File: config.mk
export PLATFORM = sky130hd
export DESIGN_NAME = animation_frame_sequencer_unit
export DESIGN_NICKNAME = d
export VERILOG_FILES = /design/src/afs_pkg.sv /design/src/afs_alu.sv /design/src/animation_frame_sequencer_unit.sv
export SDC_FILE = /design/constraint.sdc
export NUM_CORES = 2
export LEC_CHECK = 0
export BUFFER_PORTS_ARGS = -buffer_cell sky130_fd_sc_hd__buf_4
export CAP_MARGIN = 15
export CELL_PAD_IN_SITES_DETAIL_PLACEMENT = 0
export CELL_PAD_IN_SITES_GLOBAL_PLACEMENT = 2
export CORE_ASPECT_RATIO = 1.2
export CORE_MARGIN = 5
export CORE_UTILIZATION = 40
export CTS_BUF_LIST = sky130_fd_sc_hd__clkbuf_8
export DETAILED_ROUTE_END_ITERATION = 8
export PLACE_DENSITY_LB_ADDON = 0.1
export SLEW_MARGIN = 10
export SYNTH_ARGS = -nofsm -noshare
export SYNTH_HDL_FRONTEND = slang
export SYNTH_SLANG_ARGS = --single-unit
File: constraint.sdc
create_clock -name clock -period 6.3 [get_ports clock]
set_input_delay 1.26 -clock clock [delete_from_list [all_inputs] [get_ports clock]]
set_output_delay 1.26 -clock clock [all_outputs]
set_load 0.02 [all_outputs]
File: src/afs_pkg.sv
// ----------------------------------------------------------------------------
// afs_pkg
// Shared types and constants for the animation frame sequencer.
// ----------------------------------------------------------------------------
package afs_pkg;

   localparam int MAX_FRAMES = 64;

   localparam int IDX_W   = (MAX_FRAMES > 2) ? $clog2(MAX_FRAMES) : 1;
   localparam int N_W     = $clog2(MAX_FRAMES + 1);
   localparam int DUR_W   = 16;
   localparam int TOTAL_W = DUR_W + IDX_W;
   localparam int OFF_W   = 17;
   localparam int POS_W   = 32;
   localparam int ALU_W   = TOTAL_W + 2;
   localparam int CNT_W   = (N_W > 6) ? N_W : 6;

   localparam int FC_W    = 7;
   localparam int TICK_W  = 10;
   localparam int SLOT_W  = 6;
   localparam int RAW_W   = 16;
   localparam int FRAME_W = 6;

   localparam int REQ_DATA_W = 56;
   localparam int REQ_USER_W = 2;
   localparam int RSP_DATA_W = 24;
   localparam int CSR_IDX_W  = 1;
   localparam int CSR_DATA_W = 10;

   localparam logic [CSR_IDX_W-1:0] REG_FRAME_COUNT = 1'd0;
   localparam logic [CSR_IDX_W-1:0] REG_TICK_LENGTH = 1'd1;

   localparam logic [TICK_W-1:0] TICK_RESET   = 10'd20;
   localparam logic [RAW_W-1:0]  SHORT_DELAY  = 16'd10;
   localparam logic [RAW_W-1:0]  DEFAULT_DLY  = 16'd100;
   localparam logic [RAW_W-1:0]  MIN_DELAY    = 16'd20;
   localparam logic [OFF_W-1:0]  START_CAP    = 17'd60000;

   typedef enum logic [1:0] {
      OP_LOAD  = 2'd0,
      OP_START = 2'd1,
      OP_TICK  = 2'd2,
      OP_NOP   = 2'd3
   } op_type;

   typedef struct packed {
      logic             sub;
      logic [ALU_W-1:0] a;
      logic [ALU_W-1:0] b;
   } alu_req_type;

   typedef struct packed {
      logic [ALU_W-1:0] res;
      logic             carry;
   } alu_rsp_type;

endpackage

File: src/afs_alu.sv
// ----------------------------------------------------------------------------
// afs_alu
// Shared add/subtract unit; carry out doubles as borrow on subtract.
// ----------------------------------------------------------------------------
module afs_alu (
   input  afs_pkg::alu_req_type alu_req,
   output afs_pkg::alu_rsp_type alu_rsp
);
   import afs_pkg::*;

   logic [ALU_W:0] full;

   always_comb begin
      if (alu_req.sub) begin
         full = {1'b0, alu_req.a} - {1'b0, alu_req.b};
      end else begin
         full = {1'b0, alu_req.a} + {1'b0, alu_req.b};
      end
      alu_rsp.res   = full[ALU_W-1:0];
      alu_rsp.carry = full[ALU_W];
   end

endmodule

File: src/animation_frame_sequencer_unit.sv
// ----------------------------------------------------------------------------
// animation_frame_sequencer_unit
// Selects the displayed frame of an animated image and the time into it.
// ----------------------------------------------------------------------------
// One transaction in, one out. Load and no-op items, and start or tick items
// with one frame or fewer, go straight to the result. With n frames active,
// a tick sums the n durations, reduces the offset by a division when it
// passes the whole cycle length and walks the frames stepped over; a start
// divides the position by the cycle length before the walk. An index left
// beyond a reduced frame count is brought below n by taking n off it. The
// single shared adder does the duration sum, the bit-per-cycle remainder
// and the frame walk; the delay memory has one read port. The input is
// not ready while an item is in progress or its result is still waiting.
// ----------------------------------------------------------------------------
module animation_frame_sequencer_unit (
   input  logic                              clock,
   input  logic                              reset,
   // frame_slot[5:0], raw_delay[21:6], timer_position[53:22]
   input  logic [afs_pkg::REQ_DATA_W-1:0]    req_tdata,
   // op[1:0]
   input  logic [afs_pkg::REQ_USER_W-1:0]    req_tuser,
   input  logic                              req_tvalid,
   output logic                              req_tready,
   // shown_frame[5:0], frame_offset[22:6], animating[23]
   output logic [afs_pkg::RSP_DATA_W-1:0]    rsp_tdata,
   output logic                              rsp_tvalid,
   input  logic                              rsp_tready,
   input  logic                              csr_we,
   input  logic [afs_pkg::CSR_IDX_W-1:0]     csr_index,
   input  logic [afs_pkg::CSR_DATA_W-1:0]    csr_wdata
);
   import afs_pkg::*;

   typedef enum logic [9:0] {
      ST_IDLE     = 10'b0000000001,
      ST_SUM      = 10'b0000000010,
      ST_PREP     = 10'b0000000100,
      ST_DIV      = 10'b0000001000,
      ST_CLAMP    = 10'b0000010000,
      ST_IDXMOD   = 10'b0000100000,
      ST_CHK      = 10'b0001000000,
      ST_REDFIN   = 10'b0010000000,
      ST_WALK_RD  = 10'b0100000000,
      ST_WALK_CMP = 10'b1000000000
   } state_type;

   localparam state_type ST_FINISH = ST_IDLE;

   state_type          state_ff, state_in;
   logic               finish_ff, finish_in;
   logic [FC_W-1:0]    frame_count_ff, frame_count_in;
   logic [TICK_W-1:0]  tick_len_ff, tick_len_in;
   logic [TOTAL_W-1:0] total_ff, total_in;
   logic [IDX_W-1:0]   idx_ff, idx_in;
   logic [OFF_W-1:0]   off_ff, off_in;
   logic [CNT_W-1:0]   cnt_ff, cnt_in;
   logic               pend_ff, pend_in;
   logic               start_ff, start_in;
   logic               red_ff, red_in;
   logic [POS_W-1:0]   dvd_ff, dvd_in;
   logic [TOTAL_W-1:0] rem_ff, rem_in;
   logic               rsp_valid_ff, rsp_valid_in;
   logic [FRAME_W-1:0] rsp_frame_ff, rsp_frame_in;
   logic [OFF_W-1:0]   rsp_off_ff, rsp_off_in;
   logic               rsp_anim_ff, rsp_anim_in;

   logic [DUR_W-1:0]   dur_mem [MAX_FRAMES];
   logic [DUR_W-1:0]   rd_data_ff;
   logic [IDX_W-1:0]   rd_addr;
   logic               mem_we;
   logic [IDX_W-1:0]   wr_addr;
   logic [DUR_W-1:0]   wr_data;

   alu_req_type        alu_req;
   alu_rsp_type        alu_rsp;

   op_type             req_op;
   logic [SLOT_W-1:0]  req_slot;
   logic [RAW_W-1:0]   req_raw;
   logic [POS_W-1:0]   req_pos;
   logic [RAW_W-1:0]   dly_a;
   logic [N_W-1:0]     n_act;
   logic               animate;
   logic [N_W-1:0]     idx_next;

   afs_alu u_alu (
      .alu_req (alu_req),
      .alu_rsp (alu_rsp)
   );

   assign req_op   = op_type'(req_tuser);
   assign req_slot = req_tdata[5:0];
   assign req_raw  = req_tdata[21:6];
   assign req_pos  = req_tdata[53:22];

   assign req_tready = (state_ff == ST_IDLE) && !finish_ff;
   assign rsp_tvalid = rsp_valid_ff;
   assign rsp_tdata  = {rsp_anim_ff, rsp_off_ff, rsp_frame_ff};

   always_comb begin
      if (32'(frame_count_ff) > MAX_FRAMES) begin
         n_act = N_W'(MAX_FRAMES);
      end else begin
         n_act = N_W'(frame_count_ff);
      end
      animate  = (frame_count_ff > FC_W'(1));
      idx_next = N_W'(idx_ff) + N_W'(1);
      dly_a    = (req_raw <= SHORT_DELAY) ? DEFAULT_DLY : req_raw;
   end

   always_comb begin
      state_in       = state_ff;
      finish_in      = finish_ff;
      frame_count_in = frame_count_ff;
      tick_len_in    = tick_len_ff;
      total_in       = total_ff;
      idx_in         = idx_ff;
      off_in         = off_ff;
      cnt_in         = cnt_ff;
      pend_in        = pend_ff;
      start_in       = start_ff;
      red_in         = red_ff;
      dvd_in         = dvd_ff;
      rem_in         = rem_ff;
      rsp_valid_in   = rsp_valid_ff && !rsp_tready;
      rsp_frame_in   = rsp_frame_ff;
      rsp_off_in     = rsp_off_ff;
      rsp_anim_in    = rsp_anim_ff;
      mem_we         = 1'b0;
      wr_addr        = IDX_W'(req_slot);
      wr_data        = (dly_a < MIN_DELAY) ? MIN_DELAY : dly_a;
      rd_addr        = idx_ff;
      alu_req.sub    = 1'b1;
      alu_req.a      = '0;
      alu_req.b      = '0;

      if (csr_we) begin
         case (csr_index)
            REG_FRAME_COUNT: frame_count_in = csr_wdata[FC_W-1:0];
            REG_TICK_LENGTH: tick_len_in    = csr_wdata[TICK_W-1:0];
            default: ;
         endcase
      end

      case (state_ff)
         ST_IDLE: begin
            if (finish_ff) begin
               if (!rsp_valid_ff || rsp_tready) begin
                  rsp_valid_in = 1'b1;
                  rsp_frame_in = FRAME_W'(idx_ff);
                  rsp_off_in   = off_ff;
                  rsp_anim_in  = animate;
                  finish_in    = 1'b0;
               end
            end else if (req_tvalid) begin
               finish_in = 1'b1;
               total_in  = total_ff;
               cnt_in    = '0;
               pend_in   = 1'b0;
               dvd_in    = req_pos;
               case (req_op)
                  OP_LOAD: begin
                     mem_we = (32'(req_slot) < MAX_FRAMES);
                  end
                  OP_START: begin
                     idx_in = '0;
                     if (n_act > N_W'(1)) begin
                        total_in  = '0;
                        start_in  = 1'b1;
                        finish_in = 1'b0;
                        state_in  = ST_SUM;
                     end else begin
                        off_in = '0;
                     end
                  end
                  OP_TICK: begin
                     if (n_act > N_W'(1)) begin
                        off_in    = off_ff + OFF_W'(tick_len_ff);
                        total_in  = '0;
                        start_in  = 1'b0;
                        finish_in = 1'b0;
                        state_in  = ST_SUM;
                     end
                  end
                  default: ;
               endcase
            end
         end
         ST_SUM: begin
            rd_addr   = IDX_W'(cnt_ff);
            alu_req.sub = 1'b0;
            alu_req.a = ALU_W'(total_ff);
            alu_req.b = ALU_W'(rd_data_ff);
            if (pend_ff) begin
               total_in = alu_rsp.res[TOTAL_W-1:0];
            end
            if (cnt_ff < CNT_W'(n_act)) begin
               cnt_in  = cnt_ff + CNT_W'(1);
               pend_in = 1'b1;
            end else begin
               pend_in  = 1'b0;
               state_in = ST_PREP;
            end
         end
         ST_PREP: begin
            if (total_ff == '0) begin
               off_in   = '0;
               state_in = ST_IDXMOD;
            end else if (start_ff) begin
               rem_in   = '0;
               cnt_in   = '0;
               red_in   = 1'b0;
               state_in = ST_DIV;
            end else begin
               state_in = ST_IDXMOD;
            end
         end
         ST_DIV: begin
            alu_req.a = ALU_W'({rem_ff, dvd_ff[POS_W-1]});
            alu_req.b = ALU_W'(total_ff);
            if (alu_rsp.carry) begin
               rem_in = alu_req.a[TOTAL_W-1:0];
            end else begin
               rem_in = alu_rsp.res[TOTAL_W-1:0];
            end
            dvd_in = {dvd_ff[POS_W-2:0], 1'b0};
            cnt_in = cnt_ff + CNT_W'(1);
            if (cnt_ff == CNT_W'(POS_W - 1)) begin
               state_in = red_ff ? ST_REDFIN : ST_CLAMP;
            end
         end
         ST_CLAMP: begin
            alu_req.a = ALU_W'(rem_ff);
            alu_req.b = ALU_W'(START_CAP);
            off_in    = alu_rsp.carry ? OFF_W'(rem_ff) : START_CAP;
            state_in  = ST_IDXMOD;
         end
         ST_IDXMOD: begin
            alu_req.a = ALU_W'(idx_ff);
            alu_req.b = ALU_W'(n_act);
            if (!alu_rsp.carry) begin
               idx_in = IDX_W'(alu_rsp.res);
            end else begin
               state_in = ST_CHK;
            end
         end
         ST_CHK: begin
            alu_req.a = ALU_W'(total_ff);
            alu_req.b = ALU_W'(off_ff);
            if (alu_rsp.carry) begin
               dvd_in   = POS_W'(off_ff - OFF_W'(1));
               rem_in   = '0;
               cnt_in   = '0;
               red_in   = 1'b1;
               state_in = ST_DIV;
            end else begin
               state_in = ST_WALK_RD;
            end
         end
         ST_REDFIN: begin
            off_in   = OFF_W'(rem_ff + TOTAL_W'(1));
            state_in = ST_WALK_RD;
         end
         ST_WALK_RD: begin
            state_in = ST_WALK_CMP;
         end
         ST_WALK_CMP: begin
            alu_req.a = ALU_W'(off_ff);
            alu_req.b = ALU_W'(rd_data_ff);
            if (!alu_rsp.carry && (alu_rsp.res != '0)) begin
               off_in   = OFF_W'(alu_rsp.res);
               idx_in   = (idx_next == n_act) ? '0 : IDX_W'(idx_next);
               state_in = ST_WALK_RD;
            end else begin
               finish_in = 1'b1;
               state_in  = ST_FINISH;
            end
         end
         default: begin
            state_in = ST_IDLE;
         end
      endcase
   end

   always_ff @(posedge clock) begin
      if (reset) begin
         state_ff       <= ST_IDLE;
         finish_ff      <= 1'b0;
         frame_count_ff <= '0;
         tick_len_ff    <= TICK_RESET;
         total_ff       <= '0;
         idx_ff         <= '0;
         off_ff         <= '0;
         pend_ff        <= 1'b0;
         rsp_valid_ff   <= 1'b0;
      end else begin
         state_ff       <= state_in;
         finish_ff      <= finish_in;
         frame_count_ff <= frame_count_in;
         tick_len_ff    <= tick_len_in;
         total_ff       <= total_in;
         idx_ff         <= idx_in;
         off_ff         <= off_in;
         pend_ff        <= pend_in;
         rsp_valid_ff   <= rsp_valid_in;
      end
   end

   always_ff @(posedge clock) begin
      cnt_ff       <= cnt_in;
      start_ff     <= start_in;
      red_ff       <= red_in;
      dvd_ff       <= dvd_in;
      rem_ff       <= rem_in;
      rsp_frame_ff <= rsp_frame_in;
      rsp_off_ff   <= rsp_off_in;
      rsp_anim_ff  <= rsp_anim_in;
   end

   always_ff @(posedge clock) begin
      if (mem_we) begin
         dur_mem[wr_addr] <= wr_data;
      end
      rd_data_ff <= dur_mem[rd_addr];
   end

endmodule

==> run summary <==
HOLD PATH
------------------------------------------------------------------------------------------------------
Hold/Removal Path Class                                                                        reg2reg
Beginning of the worst hold path                                                                red_ff

DRT
------------------------------------------------------------------------------------------------------
Routed wire per std cell                                                                      27.90 um
Max Used Layer                                                                                    met4
Met3 WL post-DR                                                                               6.595 mm
Iteration-0 DRC Markers                                                                          2,439
Met1 layer wirelength in the final routing                                                    58.50 mm
DR WL met2                                                                                    77.21 mm
DRC                                                                                                  0
Router iterations before antenna repair                                                              9
Antenna-violating nets left                                                                          0
Vias after detailed routing                                                                     30,250
Routed via count divided by cell count                                                           5.721
Total Routed Length                                                                           147.5 mm

FLOORPLAN
------------------------------------------------------------------------------------------------------
Full die area                                                                             136,400 um^2
Starting density of the core                                                                    0.4025
X dimension of the die                                                                        338.0 um
Die height                                                                                    403.6 um
Placement row count                                                                                144
Core footprint                                                                            128,300 um^2
IO Count                                                                                           100

STA
------------------------------------------------------------------------------------------------------
Number of setup violations in the final report                                                       0
Share of the cycle needed by the critical path after routing                                    0.9576
Max-slew violation count                                                                             0
Slew Limit Headroom                                                                             0.1481
Worst Skew                                                                                  0.04570 ns
Hold Fails Final Rpt                                                                                 0
Slew @ Worst Pin                                                                              1.278 ns
Minimum clock period                                                                          6.033 ns
Maximum achievable frequency                                                                0.1658 GHz
Worst setup margin                                                                           0.2669 ns
Final setup TNS                                                                                   0 ns

GLOBAL ROUTE
------------------------------------------------------------------------------------------------------
Final global-route overflow total                                                                    0
Pin count of the biggest net entering global routing                                               129
Initial antenna violation count                                                                      2
Number of global-route vias before repair                                                       31,120
First-pass GRT wire length                                                                    213.4 mm
Overall fraction of global-route tracks in use                                                  0.2154

YOSYS
------------------------------------------------------------------------------------------------------
Unique cell type count in the Yosys netlist                                                         96
Synthesis Warnings                                                                                   0
Most numerous cell in the Yosys netlist                                                   sky130_fd_sc_hd__edfxtp_1
Number of instances in the synthesized netlist                                                   3,209
FF+latch count, synth                                                                            1,202
Fraction of the mapped netlist area in simple logic gates                                      0.07280
Leading post-synthesis cells by cell area                                                 sky130_fd_sc_hd__edfxtp_1, sky130_fd_sc_hd__mux4_2, sky130_fd_sc_hd__dfxtp_1, sky130_fd_sc_hd__nand2_1, sky130_fd_sc_hd__a211oi_1
Cell type contributing the most total cell area after synthesis                           sky130_fd_sc_hd__edfxtp_1
Share of synthesized area occupied by flip-flops and latches                                    0.6815
Number of enable flip-flop cells after synthesis                                                 1,111
Post-Synth XOR/XNOR Area                                                                       0.01529
Combinational family with the most area after synthesis                                   multiplexers
Top-area cell type share of the netlist area                                                    0.6462
Syn_nets                                                                                         3,332
Mux cell area share after synthesis                                                             0.1187
Share of the synthesized area in compound gates (AO/OA/AOI/OAI)                                0.07762
Synthesized area divided by synthesized cell count                                          16.09 um^2
Fraction of the mapped netlist area in adder cells                                             0.01217
Most instantiated flip-flop cell in the synthesis netlist                                 sky130_fd_sc_hd__edfxtp_1
Mapped Area                                                                                51,630 um^2
Async set-or-reset flop fraction in the synthesized netlist                                          0
Most numerous cell types in the synthesized netlist                                       sky130_fd_sc_hd__edfxtp_1, sky130_fd_sc_hd__nand2_1, sky130_fd_sc_hd__mux4_2

CELLS AND AREA
------------------------------------------------------------------------------------------------------
Fill cell total of the finished layout                                                          11,310
Fraction of final layout cells with drive strength greater than 1                               0.2342
Final net count                                                                                  3,580
Area growth syn-to-layout                                                                       13.58%

OUTCOME
------------------------------------------------------------------------------------------------------
Run status                                                                                complete, no violations

SETUP PATH
------------------------------------------------------------------------------------------------------
Critical path launch point type                                                                   flop
Slowest stage cell, crit path                                                             sky130_fd_sc_hd__or4_4
Worst setup EP type                                                                               flop
Critical Path Fanout Max                                                                            19
Launch instance of the worst register-to-register path                                     state_ff[9]
Worst path required time                                                                       7.06 ns
Critical path launch point                                                                 state_ff[9]
Type of the setup path with the least slack                                                    reg2reg
CP Cell Sequence                                                                          or4_4 -> nor3_4 -> nand2_2 -> inv_2 -> and2_1 -> a211oi_1 -> ha_2 -> nor2_1 -> a21oi_1 -> inv_1 -> fa_1 -> xnor2_1 -> or3b_2 -> a211o_1 -> or4_1 -> nor4b_4 -> buf_4 -> o2111ai_1 -> buf_4 -> o32ai_4 -> buf_12 -> nor2_1 -> a311oi_1
Data arrival time of the critical path                                                         6.79 ns
Critical Path Max Stage Delay                                                                  0.59 ns

CLOCKING
------------------------------------------------------------------------------------------------------
Max H-tree Level                                                                                     4
Clock root buffer                                                                         sky130_fd_sc_hd__clkbuf_8
Clock transition at the register clock pins on the worst setup and hold paths after CTS        0.07 ns
TritonCTS Sinks                                                                                  1,202
TritonCTS clock tree                                                                               yes
Clock buffer depth                                                                                   3
Total of hold buffers inserted after clock tree synthesis                                            0
Clock Latency Late Sink                                                                        0.91 ns
Number of buffers inserted during clock tree synthesis                                             188

PLACE
------------------------------------------------------------------------------------------------------
Final weighted congestion of routability-driven global placement                                0.8725
Number of port buffers                                                                              97
DP Wirelength                                                                                 93.01 mm
Post-Place Worst Slack                                                                      0.02310 ns

PWR
------------------------------------------------------------------------------------------------------
Power density over the cells                                                              335.0 nW/um^2
IR drop worst, VDD                                                                           0.2208 mV
Leakage                                                                                       19.87 nW

FLOW RUN
------------------------------------------------------------------------------------------------------
Number of max-cap violations                                                                         0

[power breakdown]
part           leakage (nW)  switching, mW  internal [mW]  total, mW
registers              10.7          0.181           8.99       9.18
clock network          1.98           3.08           3.02       6.10
logic                  7.16           2.66           1.71       4.37
[flip-flops by register name, summed over array words and instances, names as in the netlist, 7 cells and up]
register        flops
cnt_ff              7
dur_mem          1024
dvd_ff             32
frame_count_ff      7
off_ff             17
rd_data_ff         16
rem_ff             22
rsp_off_ff         17
state_ff           10
tick_len_ff        10
total_ff           22
[cells by family (layout without fill, tap and decap cells)]
logic type | Yosys count | count (layout)
simple gates | 764 | 764
xor+xnor | 88 | 88
other cells | 0 | 5
buf+inv | 261 | 655
flops | 1202 | 1202
fa+ha+maj | 49 | 49
mux | 291 | 291
compound gates | 554 | 554
[critical path, delay by kind of cell, from the launching register on]
kind | cells | cell delay, ns
buf+inv | 5 | 0.83
xor+xnor | 1 | 0.19
flops | 1 | 0.36
compound gates | 6 | 1.24
simple gates | 9 | 2.47
fa+ha+maj | 2 | 0.80
[area by class of cell]
cell class	instances	area (um^2)	share of cell area
Tap cell	1679	2101	0.03582
Antenna cell	5	12.51	0.0002134
Clock buffer	189	2601	0.04436
Sequential cell	1202	35190	0.6001
Multi-Input combinational cell	1746	15510	0.2646
Timing Repair Buffer	273	2217	0.03781
Clock inverter	147	830.8	0.01417
Inverter	46	172.7	0.002944
[stage by stage]
| stage | hold WS (ns) | utilization | total power, mW | instances | cell area [um^2] |
|---|---|---|---|---|---|
| after floorplan | 0.4064 | - | 11.99 | 3209 | 51640 |
| after global placement | 0.4370 | 0.4293 | 13.64 | 4941 | 55070 |
| after detailed placement | 0.4437 | 0.4294 | 13.67 | 4942 | 55080 |
| after CTS | 0.4586 | 0.4562 | 19.82 | 5278 | 58520 |
| after global routing | 0.4756 | 0.4571 | 20.54 | 5284 | 58640 |
| final | 0.4623 | 0.4571 | 19.65 | 5287 | 58640 |
[timing repair]
action                     CTS  global route
buffers inserted             0             3
gates resized for setup      1            21
cloned                       0             1
setup endpoints to repair    5            65
pin swaps                    0             3
[cells in the final DEF, fill, tap and decap left out, types with 7 or more instances in the layout]
master / netlist / final
sky130_fd_sc_hd__a211oi_1: 102 / 100
sky130_fd_sc_hd__a21o_1: 16 / 16
sky130_fd_sc_hd__a21oi_1: 113 / 112
sky130_fd_sc_hd__a221o_1: 29 / 29
sky130_fd_sc_hd__a221oi_1: 7 / 7
sky130_fd_sc_hd__a222oi_1: 32 / 32
sky130_fd_sc_hd__a22oi_1: 30 / 29
sky130_fd_sc_hd__a311oi_1: 34 / 34
sky130_fd_sc_hd__a31oi_1: 40 / 39
sky130_fd_sc_hd__and2_0: 7 / 7
sky130_fd_sc_hd__and2_1: 78 / 75
sky130_fd_sc_hd__and3_1: 21 / 19
sky130_fd_sc_hd__and4_1: 7 / 7
sky130_fd_sc_hd__buf_12: 0 / 12
sky130_fd_sc_hd__buf_4: 19 / 260
sky130_fd_sc_hd__clkbuf_8: 0 / 189
sky130_fd_sc_hd__clkinv_1: 0 / 42
sky130_fd_sc_hd__clkinv_2: 0 / 23
sky130_fd_sc_hd__dfxtp_1: 91 / 84
sky130_fd_sc_hd__dfxtp_2: 0 / 7
sky130_fd_sc_hd__edfxtp_1: 1111 / 1111
sky130_fd_sc_hd__ha_1: 47 / 46
sky130_fd_sc_hd__inv_1: 45 / 106
sky130_fd_sc_hd__mux2i_1: 33 / 27
sky130_fd_sc_hd__mux4_2: 256 / 256
sky130_fd_sc_hd__nand2_1: 261 / 261
sky130_fd_sc_hd__nand2b_1: 14 / 11
sky130_fd_sc_hd__nand3_1: 42 / 42
sky130_fd_sc_hd__nand3b_1: 7 / 7
sky130_fd_sc_hd__nand4_1: 24 / 24
sky130_fd_sc_hd__nor2_1: 192 / 186
sky130_fd_sc_hd__nor2b_1: 18 / 16
sky130_fd_sc_hd__nor3_1: 27 / 27
sky130_fd_sc_hd__nor4_1: 12 / 10
sky130_fd_sc_hd__o2111ai_1: 7 / 7
sky130_fd_sc_hd__o21ai_0: 72 / 70
sky130_fd_sc_hd__or3_1: 12 / 12
sky130_fd_sc_hd__xnor2_1: 54 / 54
sky130_fd_sc_hd__xor2_1: 33 / 33
[path summary, 6_finish.rpt]
kind / endpoint / slack [ns] / depth (start not counted)
setup / recovery: off_ff[12] / 0.27 / 23
hold / removal: state_ff[4] / 0.46 / 1
setup reg to reg: off_ff[12] / 0.27 / 23
hold reg to reg: state_ff[4] / 0.46 / 1
[per-layer routing]
metal / global-route usage / vias to the layer above
met2: 0.3836 / 904
met4: 0.07875 / 0
met3: 0.03126 / 250
met1: 0.2671 / 15720
met5: 0 / -
li1: - / 13380
Note: power is estimated with default switching activity, not from simulation.
